<file path="src/hw/rtl/interval_booking_table_unit_macros.svh">
// assertion macros for the interval booking table
// used by interval_booking_table_unit; expects i_clk and i_rst_n in scope
`ifndef INTERVAL_BOOKING_TABLE_UNIT_MACROS_SVH
`define INTERVAL_BOOKING_TABLE_UNIT_MACROS_SVH

// check that is masked while reset is held
`define IBT_CHECK(lbl, prop, msg) \
    lbl: assert property (@(posedge i_clk) disable iff (!i_rst_n) (prop)) else $error(msg);

// check that also holds through reset
`define IBT_CHECK_ALWAYS(lbl, prop, msg) \
    lbl: assert property (@(posedge i_clk) (prop)) else $error(msg);

`endif

</file>
<file path="src/hw/rtl/ibt_pkg.sv">
// shared types and constants for the interval booking table
// no dependencies; used by ibt_cell, interval_booking_table_unit and the testbench
`timescale 1ns / 1ps

package ibt_pkg;

    localparam int MAX_INTERVALS = 64;
    localparam int TIME_BITS     = 32;
    localparam int CNT_BITS      = $clog2(MAX_INTERVALS + 1);

    typedef logic [TIME_BITS-1:0] t_time;
    typedef logic [CNT_BITS-1:0]  t_count;

    // status codes of a result
    typedef logic [1:0] t_status;
    localparam t_status ST_BOOKED  = 2'd0;
    localparam t_status ST_RANGE   = 2'd1;
    localparam t_status ST_OVERLAP = 2'd2;
    localparam t_status ST_FULL    = 2'd3;

    // table operation broadcast to the cell row
    typedef enum logic [2:0] {
        OP_NONE,
        OP_JOIN,
        OP_EXT_END,
        OP_EXT_START,
        OP_INSERT
    } t_op;

    // per-cell match flags
    typedef struct packed {
        logic ovl;
        logic left;
        logic right;
    } t_cell_flags;

endpackage

</file>
<file path="src/hw/rtl/ibt_cell.sv">
// one cell of the interval row: holds one stored interval
// depends on ibt_pkg; compares against the request and shifts with neighbors
`timescale 1ns / 1ps

module ibt_cell (
    input  logic                i_clk,
    input  ibt_pkg::t_time      i_s,
    input  ibt_pkg::t_time      i_e,
    input  logic                i_occ,
    input  logic                i_apply,
    input  ibt_pkg::t_op        i_op,
    input  ibt_pkg::t_time      i_lo_start,
    input  ibt_pkg::t_time      i_lo_end,
    input  logic                i_lo_lt,
    input  ibt_pkg::t_time      i_hi_start,
    input  ibt_pkg::t_time      i_hi_end,
    output ibt_pkg::t_time      o_start,
    output ibt_pkg::t_time      o_end,
    output logic                o_lt,
    output ibt_pkg::t_cell_flags o_flags
);

    ibt_pkg::t_time      r_start;
    ibt_pkg::t_time      r_end;
    ibt_pkg::t_cell_flags r_flags;
    logic                r_lt;
    logic                r_ge;

    // compare flags, refreshed every cycle
    always_ff @(posedge i_clk) begin
        r_flags.ovl   <= i_occ && (r_start < i_e) && (i_s < r_end);
        r_flags.left  <= i_occ && (r_end == i_s);
        r_flags.right <= i_occ && (r_start == i_e);
        r_lt          <= i_occ && (r_start < i_s);
        r_ge          <= i_occ && (r_start >= i_e);
    end

    // entry update
    always_ff @(posedge i_clk) begin
        if (i_apply) begin
            case (i_op)
                ibt_pkg::OP_JOIN: begin
                    if (r_flags.left) begin
                        r_end <= i_hi_end;
                    end else if (r_ge) begin
                        r_start <= i_hi_start;
                        r_end   <= i_hi_end;
                    end
                end
                ibt_pkg::OP_EXT_END: begin
                    if (r_flags.left) begin
                        r_end <= i_e;
                    end
                end
                ibt_pkg::OP_EXT_START: begin
                    if (r_flags.right) begin
                        r_start <= i_s;
                    end
                end
                ibt_pkg::OP_INSERT: begin
                    if (!r_lt) begin
                        if (i_lo_lt) begin
                            r_start <= i_s;
                            r_end   <= i_e;
                        end else begin
                            r_start <= i_lo_start;
                            r_end   <= i_lo_end;
                        end
                    end
                end
                default: begin
                end
            endcase
        end
    end

    assign o_start = r_start;
    assign o_end   = r_end;
    assign o_lt    = r_lt;
    assign o_flags = r_flags;

endmodule

</file>
<file path="config.mk">
export PLATFORM = sky130hd
export DESIGN_NAME = ibt_cell
export DESIGN_NICKNAME = d
export VERILOG_FILES = /design/src/hw/rtl/interval_booking_table_unit_macros.svh /design/src/hw/rtl/ibt_pkg.sv /design/src/hw/rtl/ibt_cell.sv
export SDC_FILE = /design/constraint.sdc
export NUM_CORES = 1
export LEC_CHECK = 0
export ABC_AREA = 1
export BUFFER_PORTS_ARGS = -buffer_cell sky130_fd_sc_hd__clkbuf_2
export CORE_MARGIN = 4
export CORE_UTILIZATION = 50
export DETAILED_ROUTE_END_ITERATION = 10
export PLACE_DENSITY = 0.83
export SETUP_SLACK_MARGIN = 0.02
export SLEW_MARGIN = 20
export SYNTH_ARGS = -nofsm -noshare
export SYNTH_HDL_FRONTEND = slang
export SYNTH_SLANG_ARGS = --single-unit
</file>
<file path="constraint.sdc">
create_clock -name i_clk -period 3.86 [get_ports i_clk]
set_input_delay 0.386 -clock i_clk [delete_from_list [all_inputs] [get_ports i_clk]]
set_output_delay 0.386 -clock i_clk [all_outputs]
set_load 0.05 [all_outputs]
</file>
Yosys cells after proc, flatten, opt, wreduce, memory -nomap -nowiden
Index checks and enable logic that the tools add are counted.

Register bits: 69. Word-level logic and storage cells: 45. Output and inout port bits: 68. Input port bits: 199.

Equality and inequality tests: 12. Multiplexer cells: 12. Magnitude comparators: 4. Reductions and logical operators: 10.

Operator list (number): $mux W32 (10); $pmux W32 S3 (2); $lt A32 B32 Y1 (3); $eq A32 B32 Y1 (2); $ge A32 B32 Y1 (1); $ne A2 B2 Y1 const B (5); $eq A3 B2 Y1 const B (2); $logic_and A1 B1 Y1 (6); $reduce_and A6 Y1 (1); $reduce_bool A3 Y1 (2); $reduce_and A5 Y1 (1); $eq A3 B1 Y1 const B (1); $eq A3 B3 Y1 const B (1); $ne A3 B3 Y1 const B (1).

Depth between registers and ports, before layout
Depth after elaboration: 3. Mapped depth: 15. Depth with buffers taken out: 15.

Least setup slack after synthesis
Ideal clock, no wire load.

Kind: input to register. Start: input i_op[2]. End: register r_end[0] (netlist: o_end[0]), enable pin. Data required time: 3.399 ns. Setup slack: 0.353 ns. Buffers on the path: 1. Arrival time: 3.046 ns. Library setup time: 0.461 ns. Stages on the path: 6. Path through: inv_2 > nor3_4 > buf_4 > nand2_1 > nand2_1 > nor3_1.

Longest elaborated chain between the ends: 3. Elaborated cells on any way between the ends: 8. Classes of those cells: eq/ne (6); reduce/logical (2).

RTL lines: from (decl) (line ibt_cell.sv:11) `input ibt_pkg::t_op i_op,`; $eq A3 B1 Y1, or another cell as far along (line ibt_cell.sv:41) `case (i_op)`; $ne A3 B3 Y1 (no source line), or another cell as far along; $reduce_and A5 Y1 (no source line) (*); to (signal assigned) (line ibt_cell.sv:44) `r_end <= i_hi_end;`; to (signal assigned) (line ibt_cell.sv:47) `r_end <= i_hi_end;`; to (signal assigned) (line ibt_cell.sv:52) `r_end <= i_e;`; to (decl) (line ibt_cell.sv:24) `ibt_pkg::t_time r_end;`.

Mark *: on every way between the ends. The rest lies on a longest branch, timed or not. A chain may end at the register's enable or synchronous reset.

Final worst setup path
Start: input i_op[2]. End: register r_end[26] (netlist: o_end[26]), data pin.

Longest elaborated chain between the ends: 2. Elaborated cells on any way between the ends: 4. Classes of those cells: eq/ne (3); mux (1).

RTL lines (line): $eq A3 B3 Y1, or another cell as far along (ibt_cell.sv:41); $pmux W32 S3 (*) (ibt_cell.sv:41).

Marked as above.

==> metrics.cfg <==
[outcome]
status = complete, no violations

[worst_setup_path]
worstPathCellList = clkbuf_2 -> inv_2 -> nor3_4 -> buf_4 -> nand2_1 -> nand2_2 -> nand2_1 -> a22oi_2
cp.required_ns = 4.05
crit_arrival_ns = 2.45
cp_slowest_stage_delay_ns = 0.64
cp.depth = 8
path_delay_family = simple AND/OR/NAND/NOR gates
cp_slowest_cell = buf_4
worst_setup_path_end_kind = flip-flop
path_buf_inv = 3
r2r_end = o_end[0]$_DFFE_PP_
worstReg2RegStart = o_lt$_DFF_P_
startpoint_type = primary input
critPathMaxFanout = 65
timing.reg2reg.setup_slack_ns = 1.89
critPathKind = primary input to flip-flop
reg2regPathDepth = 4
timing.critical_path.mode_cell = nand2_1

[finish]
antenna_cells = 0
layout-drive-gt1-share_pct = 29.9
final_cell_area_um2 = 8210
final_common_cell = clkbuf_2
nets = 1381
regArea_um2 = 2020
final_cell_mix = clkbuf_2 (266), nand2_1 (223), inv_1 (154)
fill_cells = 1136
area_delta_synth_final_pct = 26.3
multi_input_area_um2 = 3690
fin_util_pct = 64.8

[grt]
grt_pass1_wl_um = 32100
gr-total-overflow = 0
gr-usage-all-layers_pct = 27.7
grt_pass1_vias = 6724
antenna_found_initial = 0
grt_max_degree = 66

[timing]
setup-tns-final_ns = 0
max_freq_mhz = 443
drv_slew = 0
hold_viol = 0
period_needed_ns = 2.26
fin_skew_ns = 0.00682
relSlewSlack_pct = 35.6
worstMarginPinSlew_ns = 0.963
rsz0062_at_grt = no
final-setup-viol-count = 0
setup_ws_ns = 1.60
min_period_over_period_pct = 58.5

[drt]
ant_nets = 0
drtIter0Drc = 454
vias = 6739
drc = 0
drt_wl_total_um = 20600
wl_per_cell_um = 16.3
dr.pass1.iters = 5
avgViaCountPerCell = 5.33

[placed_design]
port_buffers = 266
dp_hpwl_um = 16200
gp_congestion = 0.878
placed_area_um2 = 7930
dpl_worst_slack_ns = 1.28

[clocking]
root_buffer = clkbuf_16
numCtsBuffers = 9
path_clk_slew_ns = 0.05
postCtsSetupRepairBufs = 0
cts_sinks = 69
holdBufCountCts = 0
cts_tree = yes
clk_latency_ns = 0.35
post_cts_resized = 0
cts_buffer_depth = 2
htreeDepth = 3

[synthesis]
yosysTopAreaCell = edfxtp_1
synth_seq_cells = 69
yosysUniqueCellTypes = 33
synth_top_area_share_pct = 29.5
ys_warn_count = 0
synth_area_um2 = 6500
synthTopCellsByArea = edfxtp_1 (30%), ha_1 (18%), nand2_1 (13%)
avgSynthCellArea_um2 = 7.81
ys_seq_area_share_pct = 31.1
synth_cells = 833
synth_nets = 1127

[hold_path]
holdCritStartpoint = i_occ
holdPathStages = 3
holdCritPathClass = primary input to flip-flop
min_to = r_ge$_DFF_P_

[power_and_ir_drop]
ir_drop_v = 0.000235
power_density_nw_per_um2 = 311
cellLeakagePower_nw = 4.39

[die]
die_x_um = 122
dieArea_um2 = 14900
rows = 41
io_pins = 267
die_h_um = 122
initial_core_util_pct = 51.3
core_area_um2 = 12700

[flow_run]
cap_violations = 0

registers in the layout, indices dropped and copies added (netlist names):
| name | flops |
|---|---|
| o_lt | 1 |
| o_end | 32 |
| o_flags | 3 |
| r_ge | 1 |
| o_start | 32 |
through the flow:
step	instances	hold slack [ns]	total power, mW
2_1_floorplan	833	0.489	1.47
3_3_place_gp	1248	0.666	1.71
3_5_place_dp	1248	0.671	1.73
4_1_cts	1264	0.320	2.56
5_1_grt	1264	0.330	2.68
6_report	1264	0.323	2.55
worst max-delay path by stage:
stage / from / end
3_5_place_dp: i_op[2] / o_end[18]$_DFFE_PP_
4_1_cts: i_op[2] / o_end[2]$_DFFE_PP_
5_1_grt: i_op[2] / o_end[14]$_DFFE_PP_
6_report: i_op[2] / o_end[26]$_DFFE_PP_
3_3_place_gp: i_op[2] / o_end[17]$_DFFE_PP_
2_1_floorplan: i_op[2] / o_end[0]$_DFFE_PP_
cell usage after synthesis, drive strengths merged:
| cell | number |
|---|---|
| nand2 | 224 |
| inv | 157 |
| ha | 95 |
| edfxtp | 64 |
| o21ai | 44 |
| a21oi | 41 |
| nor2 | 35 |
| a31oi | 34 |
| a22oi | 32 |
| o211ai | 32 |
| buf | 28 |
| nand3 | 14 |
| nand4 | 9 |
| dfxtp | 5 |
| nor3 | 5 |
| clkbuf | 4 |
| a21o | 2 |
| and3 | 2 |
| o21a | 2 |
| a211oi | 1 |
| and2 | 1 |
| nor4 | 1 |
| o21bai | 1 |
tightest hold or removal path, delay by kind of cell:
family / cells / cell delay [ns]
buffers and inverters: 1 / 0.14
and+or+nand+nor: 2 / 0.11
where the power goes:
| group | switching [mW] | internal, mW |
|---|---|---|
| logic | 0.518 | 0.283 |
| clock network | 0.336 | 0.493 |
| registers | 0.0354 | 0.885 |
| total | 0.890 | 1.66 |
per-layer routing:
layer / track usage, % / up-vias / routed length (um)
li1: - / 3331 / -
met1: 32.2 / 3044 / 7790
met2: 48.6 / 322 / 10200
met3: 7.43 / 42 / 2120
met4: 10.4 / 0 / 542
met5: 0 / - / 0
kinds of logic (layout without fill, tap and decap cells):
logic type / count (synthesis) / in the layout / synth area share [%]
AOI/OAI and AO/OA: 189 / 189 / 20.4
and+or+nand+nor: 291 / 291 / 17.9
adders and majority gates: 95 / 95 / 18.3
DFF: 69 / 69 / 31.1
buffers and inverters: 189 / 448 / 12.3
cell type report:
cell class	instances	share of cell area, %
multi-input combinational	575	45.0
sequential	69	24.6
timing repair buffer	275	17.2
inverter	157	7.18
clock buffer	10	2.79
tap	172	2.62
clock inverter	6	0.655
Note: power is estimated with default switching activity, not from simulation.
